### config.mk
export PLATFORM = sky130hd
export DESIGN_NAME = line_rasterizer_core_flat
export DESIGN_NICKNAME = d
export VERILOG_FILES = /design/src/rtl/lrast_pkg.sv /design/src/rtl/lrast_if.sv /design/src/rtl/line_rasterizer_core.sv /design/src/rtl/lrast_ctrl.sv /design/src/rtl/lrast_dp.sv /design/src/flat_wrapper.sv
export SDC_FILE = /design/constraint.sdc
export NUM_CORES = 1
export LEC_CHECK = 0
export BUFFER_PORTS_ARGS = -buffer_cell sky130_fd_sc_hd__buf_2
export CAP_MARGIN = 20
export CORE_MARGIN = 2
export CORE_UTILIZATION = 40
export CTS_BUF_LIST = sky130_fd_sc_hd__clkbuf_4 sky130_fd_sc_hd__clkbuf_8
export CTS_CLUSTER_SIZE = 10
export DETAILED_ROUTE_END_ITERATION = 6
export GPL_TIMING_DRIVEN = 0
export HOLD_SLACK_MARGIN = 0.1
export PLACE_DENSITY = 0.64
export SLEW_MARGIN = 15
export SYNTH_ARGS = -nofsm -noshare
export SYNTH_HDL_FRONTEND = slang
export SYNTH_SLANG_ARGS = --single-unit
### constraint.sdc
create_clock -name clk_i -period 16.5 [get_ports clk_i]
set_clock_uncertainty 0.1 [all_clocks]
set_input_delay 4.125 -clock clk_i [delete_from_list [all_inputs] [get_ports clk_i]]
set_output_delay 4.125 -clock clk_i [all_outputs]
set_load 0.02 [all_outputs]
### src/rtl/lrast_pkg.sv
// shared types and constants of the line rasterizer
// no dependencies; imported by every other rtl file
package lrast_pkg;

  localparam int unsigned XW    = 9;   // column width
  localparam int unsigned YW    = 8;   // row width
  localparam int unsigned CW    = 16;  // color width
  localparam int unsigned AW    = 32;  // address width
  localparam int unsigned DXW   = XW + 1;
  localparam int unsigned DYW   = YW + 1;
  localparam int unsigned STW   = DXW;
  localparam int unsigned MAGW  = XW;
  localparam int unsigned PRODW = 2 * MAGW;
  localparam int unsigned ROW_SHIFT = 10;
  localparam int unsigned COL_SHIFT = 1;

  // quotient never exceeds the step magnitude, so it fits in MAGW bits
  localparam int unsigned DIV_STEPS = MAGW;
  localparam int unsigned CNTW      = $clog2(DIV_STEPS);

  localparam logic CMD_LOAD = 1'b0;
  localparam logic CMD_NEXT = 1'b1;

  typedef enum logic [3:0] {
    ST_IDLE = 4'b0001,
    ST_MUL  = 4'b0010,
    ST_DIV  = 4'b0100,
    ST_DONE = 4'b1000
  } lrast_state_e;

  typedef struct packed {
    logic load_line;
    logic mul_load;
    logic div_step;
    logic out_write;
    logic out_null;
  } lrast_ctrl_t;

  typedef struct packed {
    logic line_active;
    logic out_free;
  } lrast_stat_t;

endpackage

### src/rtl/lrast_if.sv
// valid/ready channel interfaces for command and pixel words
// depends on lrast_pkg
interface lrast_cmd_if import lrast_pkg::*; ();
  logic          valid;
  logic          ready;
  logic          command;
  logic [XW-1:0] start_x;
  logic [YW-1:0] start_y;
  logic [XW-1:0] end_x;
  logic [YW-1:0] end_y;
  logic [CW-1:0] line_colour;

  modport source (output valid, command, start_x, start_y, end_x, end_y, line_colour,
                  input ready);
  modport sink (input valid, command, start_x, start_y, end_x, end_y, line_colour,
                output ready);
endinterface

interface lrast_pix_if import lrast_pkg::*; ();
  logic          valid;
  logic          ready;
  logic          pixel_valid;
  logic [XW-1:0] pixel_x;
  logic [YW-1:0] pixel_y;
  logic [CW-1:0] pixel_colour;
  logic [AW-1:0] pixel_address;
  logic          last_pixel;

  modport source (output valid, pixel_valid, pixel_x, pixel_y, pixel_colour, pixel_address,
                  last_pixel, input ready);
  modport sink (input valid, pixel_valid, pixel_x, pixel_y, pixel_colour, pixel_address,
                last_pixel, output ready);
endinterface

### src/rtl/line_rasterizer_core.sv
// line rasterizer top level: controller plus datapath
// depends on lrast_pkg, lrast_if, lrast_ctrl, lrast_dp
//
// usage:
//   cmd_i takes command words. a load word (command 0) latches both endpoints
//   and the color and gives no pixel word. a next word (command 1) gives one
//   pixel word on pix_o, walking the line from its lower major coordinate to
//   its higher one; last_pixel marks the final pixel, after which the line is
//   inactive. a next word with no active line gives a word with pixel_valid 0.
//   the user must write frame_base through cfg_we_i/cfg_wdata_i only while the
//   block is idle; the block itself does not enforce this. a load word is taken
//   in idle and leaves the controller idle. a next word on an active line passes
//   the multiply state, the divider steps (one quotient bit each) and the done
//   state, whose output write puts its pixel word in the output register. a next
//   word with no active line goes straight to done. no command word is taken
//   until the done state has written the output word.
// reset and stall:
//   reset clears the active line, output valid flag and frame_base. the result
//   sits in an output register, so a new command word is taken while a pixel
//   word waits; a finished pixel holds in the datapath until the register frees.
module line_rasterizer_core import lrast_pkg::*; (
  input  logic          clk_i,
  input  logic          rst_ni,
  input  logic          cfg_we_i,
  input  logic [AW-1:0] cfg_wdata_i,
  lrast_cmd_if.sink     cmd_i,
  lrast_pix_if.source   pix_o
);

  lrast_ctrl_t ctrl;
  lrast_stat_t stat;

  lrast_ctrl u_ctrl (
    .clk_i       (clk_i),
    .rst_ni      (rst_ni),
    .cmd_valid_i (cmd_i.valid),
    .command_i   (cmd_i.command),
    .cmd_ready_o (cmd_i.ready),
    .stat_i      (stat),
    .ctrl_o      (ctrl)
  );

  lrast_dp u_dp (
    .clk_i           (clk_i),
    .rst_ni          (rst_ni),
    .cfg_we_i        (cfg_we_i),
    .cfg_wdata_i     (cfg_wdata_i),
    .start_x_i       (cmd_i.start_x),
    .start_y_i       (cmd_i.start_y),
    .end_x_i         (cmd_i.end_x),
    .end_y_i         (cmd_i.end_y),
    .line_colour_i   (cmd_i.line_colour),
    .ctrl_i          (ctrl),
    .stat_o          (stat),
    .out_ready_i     (pix_o.ready),
    .out_valid_o     (pix_o.valid),
    .pixel_valid_o   (pix_o.pixel_valid),
    .pixel_x_o       (pix_o.pixel_x),
    .pixel_y_o       (pix_o.pixel_y),
    .pixel_colour_o  (pix_o.pixel_colour),
    .pixel_address_o (pix_o.pixel_address),
    .last_pixel_o    (pix_o.last_pixel)
  );

endmodule

### src/rtl/lrast_ctrl.sv
// controller state machine: sequences load, multiply, divide and output write
// depends on lrast_pkg
module lrast_ctrl import lrast_pkg::*; (
  input  logic        clk_i,
  input  logic        rst_ni,
  input  logic        cmd_valid_i,
  input  logic        command_i,
  output logic        cmd_ready_o,
  input  lrast_stat_t stat_i,
  output lrast_ctrl_t ctrl_o
);

  lrast_state_e    state_q, state_d;
  logic [CNTW-1:0] cnt_q, cnt_d;
  logic            null_q, null_d;

  assign cmd_ready_o = (state_q == ST_IDLE);

  always_comb begin
    state_d = state_q;
    cnt_d   = cnt_q;
    null_d  = null_q;
    ctrl_o  = '0;
    unique case (state_q)
      ST_IDLE: begin
        if (cmd_valid_i) begin
          if (command_i == CMD_LOAD) begin
            ctrl_o.load_line = 1'b1;
          end else if (!stat_i.line_active) begin
            null_d  = 1'b1;
            state_d = ST_DONE;
          end else begin
            null_d  = 1'b0;
            state_d = ST_MUL;
          end
        end
      end
      ST_MUL: begin
        ctrl_o.mul_load = 1'b1;
        cnt_d           = '0;
        state_d         = ST_DIV;
      end
      ST_DIV: begin
        ctrl_o.div_step = 1'b1;
        cnt_d           = cnt_q + 1'b1;
        if (cnt_q == CNTW'(DIV_STEPS - 1)) begin
          state_d = ST_DONE;
        end
      end
      ST_DONE: begin
        // hold the result until the output register frees up
        if (stat_i.out_free) begin
          ctrl_o.out_write = 1'b1;
          ctrl_o.out_null  = null_q;
          state_d          = ST_IDLE;
        end
      end
      default: begin
        state_d = ST_IDLE;
      end
    endcase
  end

  always_ff @(posedge clk_i or negedge rst_ni) begin
    if (!rst_ni) begin
      state_q <= ST_IDLE;
      cnt_q   <= '0;
      null_q  <= 1'b0;
    end else begin
      state_q <= state_d;
      cnt_q   <= cnt_d;
      null_q  <= null_d;
    end
  end

endmodule

### src/rtl/lrast_dp.sv
// datapath: line state, magnitude multiplier, restoring divider, output register
// depends on lrast_pkg; driven by lrast_ctrl
module lrast_dp import lrast_pkg::*; (
  input  logic          clk_i,
  input  logic          rst_ni,
  input  logic          cfg_we_i,
  input  logic [AW-1:0] cfg_wdata_i,
  input  logic [XW-1:0] start_x_i,
  input  logic [YW-1:0] start_y_i,
  input  logic [XW-1:0] end_x_i,
  input  logic [YW-1:0] end_y_i,
  input  logic [CW-1:0] line_colour_i,
  input  lrast_ctrl_t   ctrl_i,
  output lrast_stat_t   stat_o,
  input  logic          out_ready_i,
  output logic          out_valid_o,
  output logic          pixel_valid_o,
  output logic [XW-1:0] pixel_x_o,
  output logic [YW-1:0] pixel_y_o,
  output logic [CW-1:0] pixel_colour_o,
  output logic [AW-1:0] pixel_address_o,
  output logic          last_pixel_o
);

  function automatic logic [MAGW-1:0] mag(input logic [DXW-1:0] v);
    logic [DXW-1:0] n;
    n = ~v + 1'b1;
    return v[DXW-1] ? n[MAGW-1:0] : v[MAGW-1:0];
  endfunction

  // line state
  logic                  active_q;
  logic [XW-1:0]         orig_x_q;
  logic [YW-1:0]         orig_y_q;
  logic signed [DXW-1:0] dx_q;
  logic signed [DYW-1:0] dy_q;
  logic                  xmaj_q;
  logic signed [STW-1:0] step_q;
  logic [CW-1:0]         colour_q;
  logic [AW-1:0]         base_q;

  // divider
  logic [MAGW-1:0] rem_q, quo_q, dsor_q;
  logic            neg_q;

  // output register
  logic          ov_q, opv_q, olast_q;
  logic [XW-1:0] ox_q;
  logic [YW-1:0] oy_q;
  logic [CW-1:0] oc_q;
  logic [AW-1:0] oa_q;

  // load decode
  logic signed [DXW-1:0] ld_dx, ld_major;
  logic signed [DYW-1:0] ld_dy;
  logic [MAGW-1:0]       ld_adx, ld_ady;
  logic                  ld_xmaj;

  assign ld_dx   = $signed({1'b0, end_x_i}) - $signed({1'b0, start_x_i});
  assign ld_dy   = $signed({1'b0, end_y_i}) - $signed({1'b0, start_y_i});
  assign ld_adx  = mag(ld_dx);
  assign ld_ady  = mag({ld_dy[DYW-1], ld_dy});
  assign ld_xmaj = ld_adx >= ld_ady;
  assign ld_major = ld_xmaj ? ld_dx : {ld_dy[DYW-1], ld_dy};

  // per-pixel operands
  logic signed [DXW-1:0] major, minor, end_i, q_s, off;
  logic [PRODW-1:0]      prod;
  logic [MAGW:0]         trial, diff;
  logic                  ge, last;
  logic [DXW-1:0]        sum_x, sum_y;
  logic [XW-1:0]         px;
  logic [YW-1:0]         py;

  assign major = xmaj_q ? dx_q : {dy_q[DYW-1], dy_q};
  assign minor = xmaj_q ? {dy_q[DYW-1], dy_q} : dx_q;
  assign prod  = PRODW'(mag(minor)) * PRODW'(mag(step_q));

  assign trial = {rem_q, quo_q[MAGW-1]};
  assign ge    = trial >= {1'b0, dsor_q};
  assign diff  = trial - {1'b0, dsor_q};

  // zero divisor only when both deltas are zero: offset is zero
  assign q_s   = (dsor_q == '0) ? '0 : $signed({1'b0, quo_q});
  assign off   = neg_q ? -q_s : q_s;
  assign sum_x = {1'b0, orig_x_q} + (xmaj_q ? step_q : off);
  assign sum_y = {2'b0, orig_y_q} + (xmaj_q ? off : step_q);
  assign px    = sum_x[XW-1:0];
  assign py    = sum_y[YW-1:0];
  assign end_i = (major > 0) ? major : '0;
  assign last  = step_q >= end_i;

  assign stat_o.line_active = active_q;
  assign stat_o.out_free    = !ov_q || out_ready_i;

  always_ff @(posedge clk_i or negedge rst_ni) begin
    if (!rst_ni) begin
      active_q <= 1'b0;
      ov_q     <= 1'b0;
      base_q   <= '0;
    end else begin
      if (cfg_we_i) begin
        base_q <= cfg_wdata_i;
      end
      if (ctrl_i.load_line) begin
        active_q <= 1'b1;
      end else if (ctrl_i.out_write && !ctrl_i.out_null && last) begin
        active_q <= 1'b0;
      end
      if (ctrl_i.out_write) begin
        ov_q <= 1'b1;
      end else if (out_ready_i) begin
        ov_q <= 1'b0;
      end
    end
  end

  always_ff @(posedge clk_i) begin
    if (ctrl_i.load_line) begin
      orig_x_q <= start_x_i;
      orig_y_q <= start_y_i;
      dx_q     <= ld_dx;
      dy_q     <= ld_dy;
      xmaj_q   <= ld_xmaj;
      colour_q <= line_colour_i;
      step_q   <= ld_major[DXW-1] ? ld_major : '0;
    end else if (ctrl_i.out_write && !ctrl_i.out_null && !last) begin
      step_q <= step_q + 1'b1;
    end
    if (ctrl_i.mul_load) begin
      // product < divisor * 2^MAGW, so the upper half is already a valid remainder
      rem_q  <= prod[PRODW-1:MAGW];
      quo_q  <= prod[MAGW-1:0];
      dsor_q <= mag(major);
      neg_q  <= major[DXW-1] ^ minor[DXW-1] ^ step_q[STW-1];
    end else if (ctrl_i.div_step) begin
      rem_q <= ge ? diff[MAGW-1:0] : trial[MAGW-1:0];
      quo_q <= {quo_q[MAGW-2:0], ge};
    end
    if (ctrl_i.out_write) begin
      if (ctrl_i.out_null) begin
        opv_q   <= 1'b0;
        ox_q    <= '0;
        oy_q    <= '0;
        oc_q    <= '0;
        oa_q    <= '0;
        olast_q <= 1'b0;
      end else begin
        opv_q   <= 1'b1;
        ox_q    <= px;
        oy_q    <= py;
        oc_q    <= colour_q;
        oa_q    <= base_q + (AW'(py) << ROW_SHIFT) + (AW'(px) << COL_SHIFT);
        olast_q <= last;
      end
    end
  end

  assign out_valid_o     = ov_q;
  assign pixel_valid_o   = opv_q;
  assign pixel_x_o       = ox_q;
  assign pixel_y_o       = oy_q;
  assign pixel_colour_o  = oc_q;
  assign pixel_address_o = oa_q;
  assign last_pixel_o    = olast_q;

endmodule
### src/flat_wrapper.sv
// flat-port wrapper written by rule: the top's interface ports become plain ports
module line_rasterizer_core_flat import lrast_pkg::*;
  (clk_i, rst_ni, cfg_we_i, cfg_wdata_i, cmd_i_valid, cmd_i_command, cmd_i_start_x, cmd_i_start_y, cmd_i_end_x, cmd_i_end_y, cmd_i_line_colour, cmd_i_ready, pix_o_valid, pix_o_pixel_valid, pix_o_pixel_x, pix_o_pixel_y, pix_o_pixel_colour, pix_o_pixel_address, pix_o_last_pixel, pix_o_ready);
  lrast_cmd_if cmd_i_i ();
  lrast_pix_if pix_o_i ();
  input  logic clk_i;
  input  logic rst_ni;
  input  logic cfg_we_i;
  input  logic [AW-1:0] cfg_wdata_i;
  input wire logic [$bits(cmd_i_i.valid)-1:0] cmd_i_valid;
  input wire logic [$bits(cmd_i_i.command)-1:0] cmd_i_command;
  input wire logic [$bits(cmd_i_i.start_x)-1:0] cmd_i_start_x;
  input wire logic [$bits(cmd_i_i.start_y)-1:0] cmd_i_start_y;
  input wire logic [$bits(cmd_i_i.end_x)-1:0] cmd_i_end_x;
  input wire logic [$bits(cmd_i_i.end_y)-1:0] cmd_i_end_y;
  input wire logic [$bits(cmd_i_i.line_colour)-1:0] cmd_i_line_colour;
  output wire logic [$bits(cmd_i_i.ready)-1:0] cmd_i_ready;
  output wire logic [$bits(pix_o_i.valid)-1:0] pix_o_valid;
  output wire logic [$bits(pix_o_i.pixel_valid)-1:0] pix_o_pixel_valid;
  output wire logic [$bits(pix_o_i.pixel_x)-1:0] pix_o_pixel_x;
  output wire logic [$bits(pix_o_i.pixel_y)-1:0] pix_o_pixel_y;
  output wire logic [$bits(pix_o_i.pixel_colour)-1:0] pix_o_pixel_colour;
  output wire logic [$bits(pix_o_i.pixel_address)-1:0] pix_o_pixel_address;
  output wire logic [$bits(pix_o_i.last_pixel)-1:0] pix_o_last_pixel;
  input wire logic [$bits(pix_o_i.ready)-1:0] pix_o_ready;
  assign cmd_i_i.valid = cmd_i_valid;
  assign cmd_i_i.command = cmd_i_command;
  assign cmd_i_i.start_x = cmd_i_start_x;
  assign cmd_i_i.start_y = cmd_i_start_y;
  assign cmd_i_i.end_x = cmd_i_end_x;
  assign cmd_i_i.end_y = cmd_i_end_y;
  assign cmd_i_i.line_colour = cmd_i_line_colour;
  assign cmd_i_ready = cmd_i_i.ready;
  assign pix_o_valid = pix_o_i.valid;
  assign pix_o_pixel_valid = pix_o_i.pixel_valid;
  assign pix_o_pixel_x = pix_o_i.pixel_x;
  assign pix_o_pixel_y = pix_o_i.pixel_y;
  assign pix_o_pixel_colour = pix_o_i.pixel_colour;
  assign pix_o_pixel_address = pix_o_i.pixel_address;
  assign pix_o_last_pixel = pix_o_i.last_pixel;
  assign pix_o_i.ready = pix_o_ready;
  line_rasterizer_core u_core (.clk_i(clk_i), .rst_ni(rst_ni), .cfg_we_i(cfg_we_i), .cfg_wdata_i(cfg_wdata_i), .cmd_i(cmd_i_i), .pix_o(pix_o_i));
endmodule
==> impl_metrics.ini <==
[timing]
relSlewSlack = 0.319
worst_slew_pin_slew_ns = 1.01
rsz0062_at_grt = no
setup_viol = 0
hold_violations = 0
period_needed_ns = 8.35
setup_ws_ns = 8.15
fin_crit_sh = 0.506
maxSlewViolCount = 0
setup_tns_ns = 0
whs_ns = 0.402
fmax_mhz = 120

[worst_setup_path]
crit_type = input pin to flip-flop
r2r_end = u_core.u_dp.rem_q[8]
r2r_start = u_core.u_dp.xmaj_q
cp.arrival_ns = 8.49
cp.required_ns = 16.64
reg2regPathDepth = 26
r2r_slack_ns = 8.77
critPathCapture = u_core.u_dp.step_q[1]
cp-end-kind = flip-flop
critPathLaunchType = input pin
crit_fanout = 8
crit_path_start = cmd_i_end_x[0]

[detailed_routing]
drc = 0
drtAntennaViolNets = 0
vias = 11300
avgViaCountPerCell = 5.25
wl_um = 36400
drtIter0Drc = 625
wl_per_cell_um = 16.9
dr.pass1.iters = 7

[pwr]
ir_drop_mv = 0.157
p_leak_nw = 7.46
p_per_area_nw_per_um2 = 211

[placed_design]
hpwlAfterDp_um = 29100
place_ws_ns = 7.72
port_buffers = 155
gp_congestion = 0.865

[yosys]
synth_cell_types = 72
syn-cell-area_um2 = 14900
synthFlopType = edfxtp_1
ys_ff_latch = 201
synth_edf_count = 158
syn_area_per_cell_um2 = 10.2
syn-num-nets = 1729
yosys_warnings = 0
synth_cells = 1461
ys_seq_area_frac = 0.392
synth-async-reset-ratio = 0.214

[clock_tree]
hold_buffers = 0
cts_resized = 0
cts_made_buffers = 36
cts_buffer_depth = 3
cts-root-buf = clkbuf_8
cts_sinks = 201
cts_tree = built
postCtsSetupBuffers = 0
cts_max_level = 2
path_clk_slew_ns = 0.06
clk_latency_ns = 0.54

[floorplan]
start_util = 0.406
rows = 70
die_h_um = 197
ios = 157
coreArea_um2 = 36600
die_x_um = 197
die_area_um2 = 38700

[final_layout]
area_delta_synth_final_pct = 15.0
drive_above_1_share = 0.170
postLayoutCoreUtil = 0.467
num-nets-final = 1926
nFillCells = 3440

[run]
drv_cap = 0

[global_route]
grt_pass1_wl_um = 58200
antenna_found_initial = 2
track_usage = 0.189
grt_pass1_vias = 11200
grt_remaining_overflow = 0
grt_max_degree = 44

[worst_hold_path]
hold_path.class = flip-flop to flip-flop
whs_path_depth = 1

[status]
status = finished, final reports clean
[routing by layer]
metal	track usage	wire [um]
met4	0.0540	770
met5	0	0
met2	0.312	17100
met3	0.0245	1800
met1	0.262	16700
[cells by family after synthesis]
kind of cell / share of synthesized area
AOI/OAI and AO/OA: 0.115
xor gates and xnor gates: 0.0725
DFF: 0.392
adders and majority gates: 0.180
other: 0.000252
buffers and inverters: 0.0514
and+or+nand+nor: 0.142
muxes: 0.0479
[cell usage after synthesis (4+ instances only)]
master	instances	area share
o21bai_1	5	0.0025
and4_1	4	0.0024
and2_1	59	0.025
fa_1	56	0.075
nor3b_1	4	0.0020
o2111ai_1	4	0.0024
dfrtp_1	42	0.071
o21ai_0	59	0.020
mux2_2	41	0.031
mux2i_1	25	0.017
nand4_1	9	0.0038
and3_1	8	0.0034
o22ai_1	9	0.0038
a21o_1	22	0.011
nand2_1	135	0.034
nor2_1	120	0.030
o31ai_1	10	0.0051
a32oi_1	4	0.0024
o31a_1	5	0.0029
a31oi_1	11	0.0046
a211oi_1	17	0.0086
inv_1	154	0.039
nand3_1	23	0.0077
nor2b_1	14	0.0059
ha_1	124	0.10
xor2_1	51	0.030
clkbuf_1	27	0.0068
nand2b_1	22	0.0093
buf_2	4	0.0013
xnor2_1	72	0.042
o211ai_1	5	0.0025
nand3b_1	4	0.0020
a21oi_1	54	0.018
edfxtp_1	158	0.32
o21a_1	16	0.0081
nor3_1	22	0.0074
or2_2	7	0.0029
[critical path, cell delays in order]
cell	delay (ns)
buf_2	0.10
inv_1	0.05
ha_1	0.16
inv_1	0.06
fa_1	0.39
a211oi_1	0.34
nor2_1	0.11
xnor2_1	0.56
or2_2	0.24
nor2_1	0.05
a31oi_1	0.21
xor2_1	0.20
ha_1	0.29
a2111oi_0	0.45
a32oi_1	0.21
nor2b_1	0.20
o21ai_1	0.55
o21ai_0	0.20
[report_power, final]
part | total, mW | internal (mW) | leakage, nW | switching, mW
registers | 0.676 | 0.643 | 1.95 | 0.0333
clock network | 0.502 | 0.291 | 0.403 | 0.210
logic | 2.44 | 1.04 | 5.10 | 1.40
[metrics by stage]
stage / area, um^2 / power (mW) / cells
finish: 17100 / 3.61 / 2154
global route: 17100 / 4.02 / 2154
CTS: 17100 / 3.64 / 2151
detailed placement: 16300 / 3.10 / 2087
global placement: 16200 / 3.08 / 2084
floorplan: 14900 / 2.59 / 1461
[worst min-delay path by stage]
stage                          start               endpoint  slack [ns]
3_3_place_gp   u_core.u_dp.base_q[0]  u_core.u_dp.base_q[0]        0.38
2_1_floorplan   u_core.u_ctrl.null_q   u_core.u_ctrl.null_q        0.36
6_report       u_core.u_dp.base_q[0]  u_core.u_dp.base_q[0]        0.40
3_5_place_dp   u_core.u_dp.base_q[0]  u_core.u_dp.base_q[0]        0.39
5_1_grt        u_core.u_dp.base_q[0]  u_core.u_dp.base_q[0]        0.42
4_1_cts        u_core.u_dp.base_q[0]  u_core.u_dp.base_q[0]        0.40
[final cells by class]
cell class | instances | area (um^2) | area share
multi-input combinational | 1067 | 8290 | 0.485
sequential | 201 | 5820 | 0.341
timing repair buffer | 159 | 863 | 0.0505
clock buffer | 50 | 619 | 0.0362
tap | 468 | 586 | 0.0343
inverter | 155 | 583 | 0.0341
buffer | 38 | 181 | 0.0106
clock inverter | 14 | 150 | 0.00878
antenna | 2 | 5.00 | 0.000293
[sequential cells by signal, indices dropped and copies added (netlist names), 10 cells and up]
register / count
u_core.u_dp.base_q: 32
u_core.u_dp.pixel_colour_o: 16
u_core.u_dp.pixel_address_o: 32
u_core.u_dp.dx_q: 10
u_core.u_dp.colour_q: 16
u_core.u_dp.step_q: 10
[placed cells by master, fill, tap and decap left out, types with 10 or more instances in the layout]
cell type and count:
a211oi_1 17, a21o_1 22, a21oi_1 54, a31oi_1 11, and2_1 59, buf_2 159, clkbuf_1 27, clkbuf_4 11
clkbuf_8 42, dfrtp_1 42, edfxtp_1 158, fa_1 56, ha_1 124, inv_1 154, mux2_2 41, mux2i_1 25
nand2_1 135, nand2b_1 22, nand3_1 23, nor2_1 120, nor2b_1 13, nor3_1 22, o21a_1 16, o21ai_0 58
o31ai_1 10, xnor2_1 72, xor2_1 51
No activity file was read; power rests on OpenSTA's default activity.
